<file path="src/hdl/fltw_pkg.sv">
package fltw_pkg;

   localparam logic [1:0] OP_TRANSLATE = 2'd0;
   localparam logic [1:0] OP_MAP       = 2'd1;
   localparam logic [1:0] OP_UNMAP     = 2'd2;
   localparam logic [1:0] OP_RAW       = 2'd3;

   localparam logic [2:0] ST_OK         = 3'd0;
   localparam logic [2:0] ST_NOT_MAPPED = 3'd1;
   localparam logic [2:0] ST_MISALIGNED = 3'd2;
   localparam logic [2:0] ST_POOL_EMPTY = 3'd3;
   localparam logic [2:0] ST_OUTSIDE    = 3'd4;

   localparam logic [1:0] REG_ROOT       = 2'd0;
   localparam logic [1:0] REG_BASE       = 2'd1;
   localparam logic [1:0] REG_POOL_FIRST = 2'd2;
   localparam logic [1:0] REG_POOL_LAST  = 2'd3;

   localparam logic [1:0] AD_WALK  = 2'd0;
   localparam logic [1:0] AD_RAW   = 2'd1;
   localparam logic [1:0] AD_CLEAR = 2'd2;
   localparam logic [1:0] AD_INIT  = 2'd3;

   localparam logic [2:0] WD_ZERO   = 3'd0;
   localparam logic [2:0] WD_RAW    = 3'd1;
   localparam logic [2:0] WD_NEWTAB = 3'd2;
   localparam logic [2:0] WD_USER   = 3'd3;
   localparam logic [2:0] WD_LEAF   = 3'd4;

   localparam logic [1:0] RA_ZERO  = 2'd0;
   localparam logic [1:0] RA_XLATE = 2'd1;
   localparam logic [1:0] RA_UNMAP = 2'd2;

   typedef struct packed {
      logic [5:0]  root_table_frame;
      logic [39:0] store_base_page;
      logic [5:0]  pool_first_frame;
      logic [5:0]  pool_last_frame;
   } cfg_type;

   typedef struct packed {
      logic       load_req;
      logic       set_frame_root;
      logic       set_frame_entry;
      logic       set_frame_next;
      logic       take_frame;
      logic       cnt_clear;
      logic       cnt_inc;
      logic       mem_rd;
      logic       mem_wr;
      logic [1:0] addr_sel;
      logic [2:0] wd_sel;
      logic [1:0] level;
      logic       res_load;
      logic [2:0] res_status;
      logic [1:0] res_addr_sel;
   } cmd_type;

   typedef struct packed {
      logic [1:0] op;
      logic       misaligned;
      logic       raw_outside;
      logic       root_outside;
      logic       present;
      logic       ent_ok;
      logic       need_user;
      logic       pool_ok;
      logic       clr_last;
      logic       init_last;
   } sts_type;

endpackage

</file>
<file path="src/hdl/fltw_csr.sv">
module fltw_csr
   import fltw_pkg::*;
(
   input  logic        clock,
   input  logic        reset,
   input  logic        psel,
   input  logic        penable,
   input  logic        pwrite,
   input  logic [4:0]  paddr,
   input  logic [63:0] pwdata,
   output logic [63:0] prdata,
   output logic        pready,
   output cfg_type     cfg
);

   cfg_type cfg_ff, cfg_in;
   logic    wr_en;

   assign wr_en  = psel & penable & pwrite;
   assign pready = 1'b1;
   assign cfg    = cfg_ff;

   always_comb begin
      cfg_in = cfg_ff;
      if (wr_en) begin
         unique case (paddr[4:3])
            REG_ROOT:       cfg_in.root_table_frame = pwdata[5:0];
            REG_BASE:       cfg_in.store_base_page  = pwdata[39:0];
            REG_POOL_FIRST: cfg_in.pool_first_frame = pwdata[5:0];
            REG_POOL_LAST:  cfg_in.pool_last_frame  = pwdata[5:0];
            default:        cfg_in = cfg_ff;
         endcase
      end
   end

   always_comb begin
      unique case (paddr[4:3])
         REG_ROOT:       prdata = {58'd0, cfg_ff.root_table_frame};
         REG_BASE:       prdata = {24'd0, cfg_ff.store_base_page};
         REG_POOL_FIRST: prdata = {58'd0, cfg_ff.pool_first_frame};
         REG_POOL_LAST:  prdata = {58'd0, cfg_ff.pool_last_frame};
         default:        prdata = 64'd0;
      endcase
   end

   always_ff @(posedge clock) begin
      if (reset) begin
         cfg_ff.root_table_frame <= 6'd0;
         cfg_ff.store_base_page  <= 40'd0;
         cfg_ff.pool_first_frame <= 6'd1;
         cfg_ff.pool_last_frame  <= 6'd63;
      end else begin
         cfg_ff <= cfg_in;
      end
   end

endmodule

</file>
<file path="config.mk">
export PLATFORM = sky130hd
export DESIGN_NAME = fltw_csr
export DESIGN_NICKNAME = d
export VERILOG_FILES = /design/src/hdl/fltw_pkg.sv /design/src/hdl/fltw_csr.sv
export SDC_FILE = /design/constraint.sdc
export NUM_CORES = 1
export LEC_CHECK = 0
export ABC_CLOCK_PERIOD_IN_PS = 1500
export BUFFER_PORTS_ARGS = -buffer_cell sky130_fd_sc_hd__buf_4
export CORE_UTILIZATION = 35
export DETAILED_ROUTE_END_ITERATION = 16
export PLACE_DENSITY = 0.76
export SLEW_MARGIN = 20
export SYNTH_ARGS = -nofsm -noshare
export SYNTH_HDL_FRONTEND = slang
export SYNTH_SLANG_ARGS = --single-unit
</file>
<file path="constraint.sdc">
create_clock -name clock -period 1.5 [get_ports clock]
set_clock_uncertainty 0.1 [all_clocks]
set_input_delay 0.3 -clock clock [delete_from_list [all_inputs] [get_ports clock]]
set_output_delay 0.3 -clock clock [all_outputs]
set_load 0.02 [all_outputs]
</file>
==> key figures <==
Cells and area
  • Fill count: 734
  • Max reg flops: 58
  • P&R area growth vs syn: 55.6%
  • ANT cells: 0
  • Finished Cell Area: 4850 um^2
  • Final Util: 0.559
  • Final #Nets: 562
  • Layout cell share with drive strength beyond 1: 0.497

CTS
  • CTS tree: built
  • Root Driver: clkbuf_8
  • Clk buf depth: 2
  • Skew-Pair Late Insertion Delay: 0.32 ns
  • CTS Hold Bufs: 0
  • CTS H-tree lvls: 3
  • Clk slew on worst S/H paths: 0.06 ns
  • CTS Buf Count: 9
  • CTS sink cnt: 58

Drt
  • Residual DRC count: 0
  • Initial DRT Pass Iterations: 4
  • Final wirelength: 7980 um
  • Post-route ant nets: 0
  • Avg WL per Cell: 13.3 um
  • Vias post-DR: 2728
  • DR iter-0 viols: 55
  • Vias per cell: 4.54

Floorplanning
  • Placeable Area: 8680 um^2
  • Die Wd: 96.4 um
  • Die Y: 96.4 um
  • Starting Density: 0.359
  • Row cnt: 34
  • IO Pins: 197
  • Die area: 9290 um^2

Run
  • Max-cap viol count: 0

Setup path
  • R2R cell count: 4
  • Worst path bufs/invs: 1
  • R2r endpoint: cfg[7]
  • Crit end category: output port
  • Worst Path Arrival: 1.30 ns
  • Critical path launch point type: flop
  • Flop2flop setup slack: 0.54 ns
  • Last element of the critical path: prdata[5]
  • Crit path max fanout: 2
  • Slowest stage delay, CP: 0.50 ns
  • Critical path, cell by cell: mux4_2 -> buf_6
  • Worst Path Required: 1.10 ns
  • CP max-delay cell: mux4_2
  • Critical R2R Launch: cfg[7]
  • Beginning of the critical path: cfg[5]
  • Crit Path Class: reg -> out
  • Cell count along the critical path: 2
  • Worst path top cell family by delay: multiplexers

Placement
  • Post-DP HPWL: 5220 um
  • IO Port Bufs: 144
  • Final GP Congestion: 0.731
  • DP Area: 4230 um^2

STA
  • Hold Vio Cnt, Final: 0
  • Final Setup Violations: 23
  • Pins Over Slew Limit: 0
  • Worst hold slack: 0.135 ns
  • Period utilisation layout: 1.14
  • FMAX: 587 MHz
  • RSZ-0062 raised after global routing: true
  • Minimum clock period after layout: 1.70 ns
  • PnR worst setup slack: -0.204 ns
  • Final TNS setup: -1.23 ns

Run status
  • Status: finished, violations left
  • Violated checks: setup timing

Yosys
  • Post-synthesis sequential area ratio: 0.373
  • Syn_area_per_cell: 9.71 um^2
  • Biggest area consumer among synthesized cells: dfxtp_1
  • Post-Syn Area: 3120 um^2
  • Top cells by area, synth: dfxtp_1, nand2b_1, mux2i_1
  • Warnings from Yosys: 0
  • Number of distinct library cells after synthesis: 19
  • Seq cells post-synth: 58
  • Syn Inst Count: 321
  • Share of the synthesized area in the top cell type: 0.373

GRT
  • Initial antenna violation count: 0
  • GRT Total Usage: 0.167
  • Total grt overflow: 0
  • Vias in the first global route: 2491
  • Largest net degree at the start of global routing: 58
  • First-pass GRT wire length: 11700 um

Pwr
  • Peak supply drop: 0.435 mV
  • Pwr Density: 741 nW/um^2
  • Pleak: 0.00219 uW
  • Pwr Total: 3600 uW

Min path
  • Hold crit path type: in -> reg
-- placed cells by master (no fill, tap or decap), types with 2 or more instances in the layout --
master    count
mux2i_1      53
buf_4       143
clkinv_2      3
conb_1       25
buf_6        26
nor2b_1       5
and2_1       16
mux4_2        6
buf_12        5
and2_4       18
nand4_1       2
buf_8         2
dfxtp_2      23
o21ai_0      10
nand2b_1     87
dfxtp_1      35
nor2_1       14
clkbuf_8     11
buf_16        3
-- cells by family after synthesis --
kind of cell	synth area share
flops	0.373
simple gates	0.283
buf+inv	0.111
mux	0.215
other cells	0.00241
compound gates	0.0161
-- per-stage QoR --
| stage | cells | setup WS, ns |
|---|---|---|
| after floorplan | 344 | 0.0224 |
| after global placement | 562 | -0.0714 |
| after detailed placement | 562 | -0.0983 |
| after CTS | 600 | -0.219 |
| after global routing | 601 | -0.238 |
| final | 601 | -0.204 |
-- per-layer routing --
metal	track usage	share of wire
met5	0	0
met2	0.289	0.50
met3	0.0498	0.069
met4	0.0527	0.013
met1	0.196	0.42
-- layout make-up --
class,instances,area (um^2),area share
multi-input combinational,239,1740,0.358
timing repair buffer,179,1580,0.326
sequential,58,1190,0.245
clock buffer,11,151,0.0312
tap,108,135,0.0279
clock inverter,5,52.6,0.0108
inverter,1,3.75,0.000774
-- synthesized netlist by cell type --
| cell type | count |
|---|---|
| and2_1 | 34 |
| mux4_1 | 1 |
| buf_4 | 26 |
| nor2_1 | 14 |
| dfxtp_1 | 58 |
| inv_1 | 1 |
| nor2b_4 | 1 |
| mux2i_1 | 53 |
| nand4_1 | 2 |
| and4_1 | 1 |
| nand2b_1 | 87 |
| buf_12 | 4 |
| mux4_2 | 5 |
| conb_1 | 2 |
| nor2b_1 | 5 |
| nor2_2 | 1 |
| o21ai_0 | 10 |
| clkbuf_1 | 15 |
| buf_6 | 1 |
-- repair_timing --
action                                  in CTS  in global routing
pin swaps                                    0                  0
resized for setup                           42                 36
cloned                                       3                  0
buffers inserted                            19                  2
endpoints found under the setup margin      26                 25
-- power breakdown --
group | switching, uW | leakage (uW) | internal, uW
Combinational | 258 | 0.00161 | 278
Sequential | 14.2 | 0.000473 | 1560
Clock | 635 | 0.000105 | 849
-- worst register-to-register path: stages, from the launching register on --
cell and delay, ns:
dfxtp_2 0.32, buf_4 0.13, nor2b_1 0.12, o21ai_0 0.07, o21ai_0 0.11
-- worst min path at each step --
stage / startpoint / end / slack, ns / cells past startpoint
6_report: pwdata[15] / cfg[27] / 0.14 / 3
5_1_grt: pwdata[25] / cfg[37] / 0.12 / 3
4_1_cts: pwdata[15] / cfg[27] / 0.12 / 3
3_5_place_dp: cfg[18] / cfg[18] / 0.38 / 2
3_3_place_gp: cfg[51] / cfg[51] / 0.37 / 2
2_1_floorplan: pwdata[6] / cfg[18] / 0.36 / 2
Power figures use the tool's default switching activity.
