File: src/hdl/fltw_pkg.sv
package fltw_pkg;

   localparam logic [1:0] OP_TRANSLATE = 2'd0;
   localparam logic [1:0] OP_MAP       = 2'd1;
   localparam logic [1:0] OP_UNMAP     = 2'd2;
   localparam logic [1:0] OP_RAW       = 2'd3;

   localparam logic [2:0] ST_OK         = 3'd0;
   localparam logic [2:0] ST_NOT_MAPPED = 3'd1;
   localparam logic [2:0] ST_MISALIGNED = 3'd2;
   localparam logic [2:0] ST_POOL_EMPTY = 3'd3;
   localparam logic [2:0] ST_OUTSIDE    = 3'd4;

   localparam logic [1:0] REG_ROOT       = 2'd0;
   localparam logic [1:0] REG_BASE       = 2'd1;
   localparam logic [1:0] REG_POOL_FIRST = 2'd2;
   localparam logic [1:0] REG_POOL_LAST  = 2'd3;

   localparam logic [1:0] AD_WALK  = 2'd0;
   localparam logic [1:0] AD_RAW   = 2'd1;
   localparam logic [1:0] AD_CLEAR = 2'd2;
   localparam logic [1:0] AD_INIT  = 2'd3;

   localparam logic [2:0] WD_ZERO   = 3'd0;
   localparam logic [2:0] WD_RAW    = 3'd1;
   localparam logic [2:0] WD_NEWTAB = 3'd2;
   localparam logic [2:0] WD_USER   = 3'd3;
   localparam logic [2:0] WD_LEAF   = 3'd4;

   localparam logic [1:0] RA_ZERO  = 2'd0;
   localparam logic [1:0] RA_XLATE = 2'd1;
   localparam logic [1:0] RA_UNMAP = 2'd2;

   typedef struct packed {
      logic [5:0]  root_table_frame;
      logic [39:0] store_base_page;
      logic [5:0]  pool_first_frame;
      logic [5:0]  pool_last_frame;
   } cfg_type;

   typedef struct packed {
      logic       load_req;
      logic       set_frame_root;
      logic       set_frame_entry;
      logic       set_frame_next;
      logic       take_frame;
      logic       cnt_clear;
      logic       cnt_inc;
      logic       mem_rd;
      logic       mem_wr;
      logic [1:0] addr_sel;
      logic [2:0] wd_sel;
      logic [1:0] level;
      logic       res_load;
      logic [2:0] res_status;
      logic [1:0] res_addr_sel;
   } cmd_type;

   typedef struct packed {
      logic [1:0] op;
      logic       misaligned;
      logic       raw_outside;
      logic       root_outside;
      logic       present;
      logic       ent_ok;
      logic       need_user;
      logic       pool_ok;
      logic       clr_last;
      logic       init_last;
   } sts_type;

endpackage

File: src/hdl/fltw_ctrl.sv
module fltw_ctrl
   import fltw_pkg::*;
(
   input  logic    clock,
   input  logic    reset,
   input  logic    start,
   output logic    busy,
   output logic    rsp_valid,
   input  sts_type sts,
   output cmd_type cmd
);

   localparam logic [2:0] S_INIT   = 3'd0;
   localparam logic [2:0] S_IDLE   = 3'd1;
   localparam logic [2:0] S_DECODE = 3'd2;
   localparam logic [2:0] S_READ   = 3'd3;
   localparam logic [2:0] S_EVAL   = 3'd4;
   localparam logic [2:0] S_CLEAR  = 3'd5;

   logic [2:0] state_ff, state_in;
   logic [1:0] level_ff, level_in;
   logic       valid_ff, valid_in;
   logic       fin;
   logic [2:0] fin_status;
   logic [1:0] fin_addr;

   always_comb begin
      cmd        = '0;
      cmd.level  = level_ff;
      state_in   = state_ff;
      level_in   = level_ff;
      fin        = 1'b0;
      fin_status = ST_OK;
      fin_addr   = RA_ZERO;
      unique case (state_ff)
         S_INIT: begin
            cmd.mem_wr   = 1'b1;
            cmd.addr_sel = AD_INIT;
            cmd.wd_sel   = WD_ZERO;
            cmd.cnt_inc  = 1'b1;
            if (sts.init_last) begin
               cmd.cnt_clear = 1'b1;
               state_in      = S_IDLE;
            end
         end
         S_IDLE: begin
            if (start) begin
               cmd.load_req = 1'b1;
               state_in     = S_DECODE;
            end
         end
         S_DECODE: begin
            if (sts.op == OP_RAW) begin
               fin = 1'b1;
               if (sts.raw_outside) begin
                  fin_status = ST_OUTSIDE;
               end else begin
                  cmd.mem_wr   = 1'b1;
                  cmd.addr_sel = AD_RAW;
                  cmd.wd_sel   = WD_RAW;
               end
            end else if (sts.op == OP_MAP && sts.misaligned) begin
               fin        = 1'b1;
               fin_status = ST_MISALIGNED;
            end else if (sts.root_outside) begin
               fin        = 1'b1;
               fin_status = ST_OUTSIDE;
            end else begin
               cmd.set_frame_root = 1'b1;
               level_in           = 2'd3;
               state_in           = S_READ;
            end
         end
         S_READ: begin
            cmd.addr_sel = AD_WALK;
            if (sts.op == OP_MAP && level_ff == 2'd0) begin
               cmd.mem_wr = 1'b1;
               cmd.wd_sel = WD_LEAF;
               fin        = 1'b1;
            end else begin
               cmd.mem_rd = 1'b1;
               state_in   = S_EVAL;
            end
         end
         S_EVAL: begin
            cmd.addr_sel = AD_WALK;
            if (level_ff == 2'd0) begin
               fin = 1'b1;
               if (sts.op == OP_UNMAP) begin
                  cmd.mem_wr = 1'b1;
                  cmd.wd_sel = WD_ZERO;
                  fin_addr   = RA_UNMAP;
               end else begin
                  fin_addr = RA_XLATE;
               end
            end else if (sts.op == OP_MAP && !sts.present) begin
               if (!sts.pool_ok) begin
                  fin        = 1'b1;
                  fin_status = ST_POOL_EMPTY;
               end else begin
                  cmd.mem_wr         = 1'b1;
                  cmd.wd_sel         = WD_NEWTAB;
                  cmd.take_frame     = 1'b1;
                  cmd.set_frame_next = 1'b1;
                  cmd.cnt_clear      = 1'b1;
                  state_in           = S_CLEAR;
               end
            end else if (!sts.present) begin
               fin        = 1'b1;
               fin_status = ST_NOT_MAPPED;
            end else begin
               if (sts.op == OP_MAP && sts.need_user) begin
                  cmd.mem_wr = 1'b1;
                  cmd.wd_sel = WD_USER;
               end
               if (!sts.ent_ok) begin
                  fin        = 1'b1;
                  fin_status = ST_OUTSIDE;
               end else begin
                  cmd.set_frame_entry = 1'b1;
                  level_in            = level_ff - 2'd1;
                  state_in            = S_READ;
               end
            end
         end
         S_CLEAR: begin
            cmd.mem_wr   = 1'b1;
            cmd.addr_sel = AD_CLEAR;
            cmd.wd_sel   = WD_ZERO;
            cmd.cnt_inc  = 1'b1;
            if (sts.clr_last) begin
               cmd.cnt_clear = 1'b1;
               level_in      = level_ff - 2'd1;
               state_in      = S_READ;
            end
         end
         default: state_in = S_IDLE;
      endcase
      if (fin) begin
         cmd.res_load     = 1'b1;
         cmd.res_status   = fin_status;
         cmd.res_addr_sel = fin_addr;
         state_in         = S_IDLE;
      end
      valid_in = fin;
   end

   always_ff @(posedge clock) begin
      if (reset) begin
         state_ff <= S_INIT;
         level_ff <= 2'd0;
         valid_ff <= 1'b0;
      end else begin
         state_ff <= state_in;
         level_ff <= level_in;
         valid_ff <= valid_in;
      end
   end

   assign busy      = state_ff != S_IDLE;
   assign rsp_valid = valid_ff;

endmodule

File: config.mk
export PLATFORM = sky130hd
export DESIGN_NAME = fltw_ctrl
export DESIGN_NICKNAME = d
export VERILOG_FILES = /design/src/hdl/fltw_pkg.sv /design/src/hdl/fltw_ctrl.sv
export SDC_FILE = /design/constraint.sdc
export NUM_CORES = 1
export LEC_CHECK = 0
export BUFFER_PORTS_ARGS = -buffer_cell sky130_fd_sc_hd__buf_2
export CORE_MARGIN = 2
export CORE_UTILIZATION = 41
export CTS_BUF_LIST = sky130_fd_sc_hd__clkbuf_8
export DETAILED_ROUTE_END_ITERATION = 10
export GPL_ROUTABILITY_DRIVEN = 0
export HOLD_SLACK_MARGIN = 0.1
export PLACE_DENSITY = 0.75
export SLEW_MARGIN = 25
export SYNTH_ARGS = -nofsm -noshare
export SYNTH_HDL_FRONTEND = slang
export SYNTH_SLANG_ARGS = --single-unit
export TNS_END_PERCENT = 10
File: constraint.sdc
create_clock -name clock -period 1.8 [get_ports clock]
set_clock_uncertainty 0.15 [all_clocks]
set_input_delay 0.18 -clock clock [delete_from_list [all_inputs] [get_ports clock]]
set_output_delay 0.18 -clock clock [all_outputs]
set_load 0.05 [all_outputs]
==> reports/metrics.cfg, run 1 <==
[drt]
wl_per_cell_um = 15.5
firstDrtPassIters = 4
avgViaCountPerCell = 5.58
drc = 0
drtAntennaViolNets = 0
wl_mm = 2.68
vias = 965
detail_route.iter0.violations = 15

[logic_synthesis]
synth.net_count = 107
avgSynthCellArea_um2 = 7.68
yosys.area_share.xor_xnor_pct = 1.24
synthAdderAreaFrac_pct = 1.77
yosys.area_share.simple_pct = 37.7
syn_area_um2 = 707
synth_top_cell_area_share_pct = 17.0
ys_warn_count = 0
synthTopCellsByArea = dfxtp_1 (17%), a211oi_1 (5.3%), nor2b_1 (5.3%), o21ai_0 (4.2%), buf_4 (4.2%)
synthMuxAreaShare_pct = 2.12
synth_edf_count = 0
synth_ff_type = dfxtp_1
synth_top_family_by_area = simple AND/OR/NAND/NOR gates
postSynthCellCount = 92
synth.distinct_cells = 42
synth_area_leader_cell = dfxtp_1
synth_compound_area_share_pct = 30.4
ys_ff_latch = 6
ys_seq_area_share_pct = 17.0
async_reset_ff_share_pct = 0

[status]
status = complete, but fails checks
violations = setup timing

[timing]
whs_ns = 0.247
grt_setup_unrepaired = true
worst_pin_slew_ns = 0.375
max_slew_margin_pct = 74.9
fmax_mhz = 478
setup_ws_ns = -0.292
min_period_ns = 2.09
fin_crit_sh_pct = 116
tns_ns = -3.24
hold_viol_final = 0
finalMaxSlewViolations = 0
setup-violations-final = 14

[setup_path]
path_max_fanout = 5
crit-reg2reg-launch = level_ff[0]$_SDFFE_PP0P_
r2r_setup_slack_ns = -0.08
startpoint = level_ff[0]$_SDFFE_PP0P_
ff2ff_path_depth = 7
worstSetupEndpointType = output pin
crit_type = reg2out
crit_required_ns = 1.47
crit_path_end = cmd[13]
start_kind = flop
arrival_ns = 1.76
crit-reg2reg-capture = level_ff[1]$_SDFFE_PP0P_

[grt]
grt_usage_pct = 27.6
grt_pass1_wl_mm = 4.22
grt_pass1_vias = 924
grt_max_degree = 13
grt.overflow.total = 0
antenna_found_initial = 0

[pwr]
vdd_ir_drop_max_mv = 0.489
p_total_mw = 0.822
p_leak_nw = 0.621
pwr_density_cell_nw_per_um2 = 610

[worst_hold_path]
hp-class = in2reg

[clocking]
cts_tree = yes
numCtsBuffers = 3
ctsLongestPathBuffers = 2
clock-sinks = 6
cts_root_buffer = clkbuf_8
htreeDepth = 1
clock_latency_ns = 0.22
clkTransAtPathRegs_ns = 0.04

[place]
dp_hpwl_mm = 1.91
place_inst = 166
port_buffers = 37
place_ws_ns = -0.161

[die]
start_util_pct = 42.3
die_area_um2 = 2070
chipHeight_um = 45.5
die_w_um = 45.5
pin_count = 38
core_um2 = 1670
rows = 15

[final_layout]
area_growth_pct = 90.6
antenna_cells = 0
fillCellCount = 109
fin_cells = 173
drive_gt1_share_pct = 63.5
finalNetCount = 172

[job]
maxCapViolCount = 0

-- cell usage in the layout (no fill, tap or decap), types with 2 or more instances in the layout --
master,instances
nand2_1,4
nor3b_1,2
nor2_1,5
dfxtp_4,4
a21oi_1,4
buf_4,30
nand3b_1,3
buf_6,13
nand2b_1,4
nor3b_2,2
o211ai_1,2
o21ai_0,5
nor2_2,2
nor2b_1,4
clkbuf_8,3
inv_1,3
inv_4,2
buf_2,21
a211oi_1,4
and2b_1,2
-- stage by stage --
stage / area (um2) / utilization, %
6_report: 1350 / 80.7
4_1_cts: 1320 / 79.0
5_1_grt: 1350 / 80.7
3_5_place_dp: 1140 / 68.2
2_1_floorplan: 781 / -
3_3_place_gp: 1140 / 68.2
-- cell families after synthesis --
kind of cell,count (synthesis)
compound gates,31
xor+xnor,1
fa+ha+maj,1
buf+inv,12
flops,6
mux,1
simple gates,40
-- metal layers --
metal / track usage [%] / part of all wire [%] / vias to the layer above
li1: - / - / 467
met1: 30.9 / 37 / 453
met2: 52.1 / 55 / 35
met3: 3.17 / 4.5 / 10
met4: 10.0 / 2.7 / 0
met5: 0 / 0 / -
-- Yosys cell counts (2+ instances only) --
cell type	number
o211ai_1	2
nor3b_2	2
nor2b_1	6
a211oi_1	5
inv_1	5
nand2_1	4
nor2_1	7
nand2b_1	4
nor3b_1	2
o21ai_1	2
o21ai_0	6
and2b_1	2
a31oi_1	2
nand3b_1	3
a21oi_1	5
buf_4	4
dfxtp_1	6
-- worst min path at each step --
stage,to,startpoint,cells after the start
global route,state_ff[0]$_SDFFE_PP0P_,sts[0],4
global placement,state_ff[0]$_SDFFE_PP0P_,reset,2
CTS,state_ff[0]$_SDFFE_PP0P_,sts[0],4
floorplan,level_ff[0]$_SDFFE_PP0P_,reset,1
detailed placement,level_ff[0]$_SDFFE_PP0P_,reset,2
finish,state_ff[0]$_SDFFE_PP0P_,sts[0],4
-- report_power, final --
group / switching (mW) / internal, mW
sequential: 0.0243 / 0.144
clock: 0.0609 / 0.147
combinational: 0.269 / 0.177
-- state kept, by name (all words and copies together) (netlist names) --
name / cells
state_ff: 3
level_ff: 2
rsp_valid: 1
-- final cells by class --
| type | count | area (um2) | share of cell area, % |
|---|---|---|---|
| clock inverter | 1 | 3.75 | 0.279 |
| sequential | 6 | 136 | 10.1 |
| clock buffer | 3 | 41.3 | 3.06 |
| multi-input combinational | 74 | 608 | 45.1 |
| timing repair buffer | 67 | 509 | 37.8 |
| inverter | 5 | 27.5 | 2.04 |
| tap | 17 | 21.3 | 1.58 |
-- worst max-delay path, cell delays in order, from the launching register on --
cell	delay, ns
dfxtp_4	0.35
inv_4	0.04
ha_4	0.17
nor4b_4	0.36
nand4_1	0.24
o21ai_4	0.11
a2111o_2	0.13
buf_8	0.14
-- what timing repair did --
action	CTS	global route
hold buffers	1	0
endpoints found under the setup margin	21	23
resized for setup	36	8
pin swaps	6	0
buffers inserted	2	0
endpoints found under the hold margin	4	0
Note: power is estimated with default switching activity, not from simulation.
==> run 2: changes to the inputs <==
--- a/config.mk
+++ b/config.mk
@@ -12,6 +12,7 @@
 export DETAILED_ROUTE_END_ITERATION = 10
 export GPL_ROUTABILITY_DRIVEN = 0
 export HOLD_SLACK_MARGIN = 0.1
+export MAX_ROUTING_LAYER = met4
 export PLACE_DENSITY = 0.75
 export SLEW_MARGIN = 25
 export SYNTH_ARGS = -nofsm -noshare
==> constraint.sdc (replaced) <==
create_clock -name clock -period 1.8 [get_ports clock]
set_clock_uncertainty 0.15 [all_clocks]
set_input_delay 0.09 -clock clock [delete_from_list [all_inputs] [get_ports clock]]
set_output_delay 0.09 -clock clock [all_outputs]
set_load 0.05 [all_outputs]
==> run 2 against run 1 <==
Effect of this change: the run still ends with setup timing left; register-to-register slack improved by 0.11 ns; sequential share of layout area grew 0.37 points; fmax rose by 5.2%; setup slack better by 0.10 ns; count of clock-buffer cells in the layout did not move; first-iteration DRC count up 110%; flip-flop and latch count stayed put; via count is 2.9% lower; routed wire length shrank 6.7%; hold slack lost 0.070 ns; final cell count fell by 2.9%; total power decreased by 3.5%; critical path type unchanged.
==> reports/metrics.cfg, run 2 (same netlist as run 1, synthesis figures left out) <==
[timing]
max_slew_margin_pct = 67.5
finalMaxSlewViolations = 0
fmax_mhz = 503
worst_pin_slew_ns = 0.487
min_period_ns = 1.99
grt_setup_unrepaired = true
fin_crit_sh_pct = 110
hold_viol_final = 0
whs_ns = 0.178
setup-violations-final = 13
setup_ws_ns = -0.188

[die]
start_util_pct = 42.3
core_um2 = 1670
pin_count = 38
rows = 15
chipHeight_um = 45.5
die_w_um = 45.5
die_area_um2 = 2070

[final_layout]
final_cell_mix = buf_4 (26), buf_2 (22), buf_6 (9)
largest_register = state_ff
finalNetCount = 167
final_common_cell = buf_4
area_growth_pct = 80.5
drive_gt1_share_pct = 59.6
antenna_cells = 0
largest_reg_flops = 3
fin_cells = 168

[pwr]
share_comb_of_total_power_pct = 53.3
p_seq_share_pct = 20.8
p_sw_mw = 0.343
power.share.clock_pct = 25.9
pwr_density_cell_nw_per_um2 = 621
p_total_mw = 0.793
vdd_ir_drop_max_mv = 0.522
intPower_mw = 0.450
p_leak_nw = 0.586
p_sw_share_pct = 43.2

[drt]
drc = 0
detail_route.iter0.violations = 32
firstDrtPassIters = 4
vias = 937
wl_mm = 2.50
wl_per_cell_um = 14.9
drtAntennaViolNets = 0
avgViaCountPerCell = 5.58

[setup_path]
crit_path_end = cmd[13]
startpoint = level_ff[0]$_SDFFE_PP0P_
ff2ff_path_depth = 7
worstSetupEndpointType = output pin
arrival_ns = 1.75
crit_type = reg2out
crit-reg2reg-capture = rsp_valid$_SDFF_PP0_
r2r_setup_slack_ns = 0.03
path_max_fanout = 5
start_kind = flop
crit-reg2reg-launch = level_ff[0]$_SDFFE_PP0P_
crit_required_ns = 1.56

[grt]
grt_pass1_vias = 905
grt.overflow.total = 0
grt_pass1_wl_mm = 3.99
grt_max_degree = 12
grt_usage_pct = 27.0
antenna_found_initial = 0

[clocking]
clkTransAtPathRegs_ns = 0.04
cts_tree = yes
clock_latency_ns = 0.22
clock-sinks = 6
ctsLongestPathBuffers = 2
cts_root_buffer = clkbuf_8
htreeDepth = 1
numCtsBuffers = 3
cts_setup_buffers = 0

[place]
dp_hpwl_mm = 1.87
port_buffers = 37
place_inst = 163

[status]
violations = setup timing
status = complete, but fails checks

[worst_hold_path]
hp-class = in2reg
min_path_cells = 4

[job]
maxCapViolCount = 0

run 2: layer usage:
layer	track usage (%)	part of all wire [%]
met2	47.6	53
met4	3.53	0.52
met3	2.78	5.5
met5	-	0
met1	33.6	41
run 2: what timing repair did:
| item | 4_1_cts | 5_1_grt |
|---|---|---|
| pin swaps | 5 | 2 |
| gates resized for setup | 29 | 6 |
| setup endpoints to repair | 19 | 18 |
| hold endpoints to repair | 5 | 0 |
| gates cloned | 0 | 0 |
| hold buffers | 1 | 0 |
run 2: worst min path at each step:
stage            from                        to  slack [ns]
6_report       sts[0]  state_ff[0]$_SDFFE_PP0P_        0.18
5_1_grt        sts[1]  state_ff[2]$_SDFFE_PP0P_        0.21
4_1_cts        sts[1]  state_ff[2]$_SDFFE_PP0P_        0.17
3_5_place_dp    reset  state_ff[0]$_SDFFE_PP0P_        0.22
3_3_place_gp    reset  state_ff[0]$_SDFFE_PP0P_        0.20
2_1_floorplan   reset  level_ff[0]$_SDFFE_PP0P_       0.003
run 2: cell type report:
| cell class | count | area (um2) |
|---|---|---|
| sequential | 6 | 134 |
| multi-input combinational | 74 | 589 |
| tap | 17 | 21.3 |
| clock inverter | 1 | 3.75 |
| fill | 129 | 394 |
| clock buffer | 3 | 41.3 |
| timing repair buffer | 62 | 462 |
| inverter | 5 | 25.0 |
run 2: power groups by stage:
stage / clock [mW] / combinational, mW / sequential (mW)
floorplan: 0 / 0.271 / 0.167
global placement: 0 / 0.380 / 0.164
detailed placement: 0 / 0.387 / 0.164
CTS: 0.208 / 0.415 / 0.164
global route: 0.221 / 0.445 / 0.167
finish: 0.205 / 0.422 / 0.165
run 2: worst max-delay path, stage by stage (launching register included):
cell        delay, ns
dfxtp_4          0.34
inv_4            0.06
ha_4             0.16
nor4b_4          0.06
nand3_2          0.15
clkinvlp_4       0.13
a2111o_2         0.47
buf_8            0.16
run 2: metrics by stage:
stage	TNS (ns)	util, %	area, um2	setup WS (ns)
floorplan	-1.64	-	781	-0.281
CTS	-1.49	75.3	1260	-0.166
global route	-2.37	76.4	1280	-0.254
detailed placement	-0.116	66.9	1120	-0.0743
finish	-1.60	76.4	1280	-0.188
global placement	-0.0443	66.9	1120	-0.0289
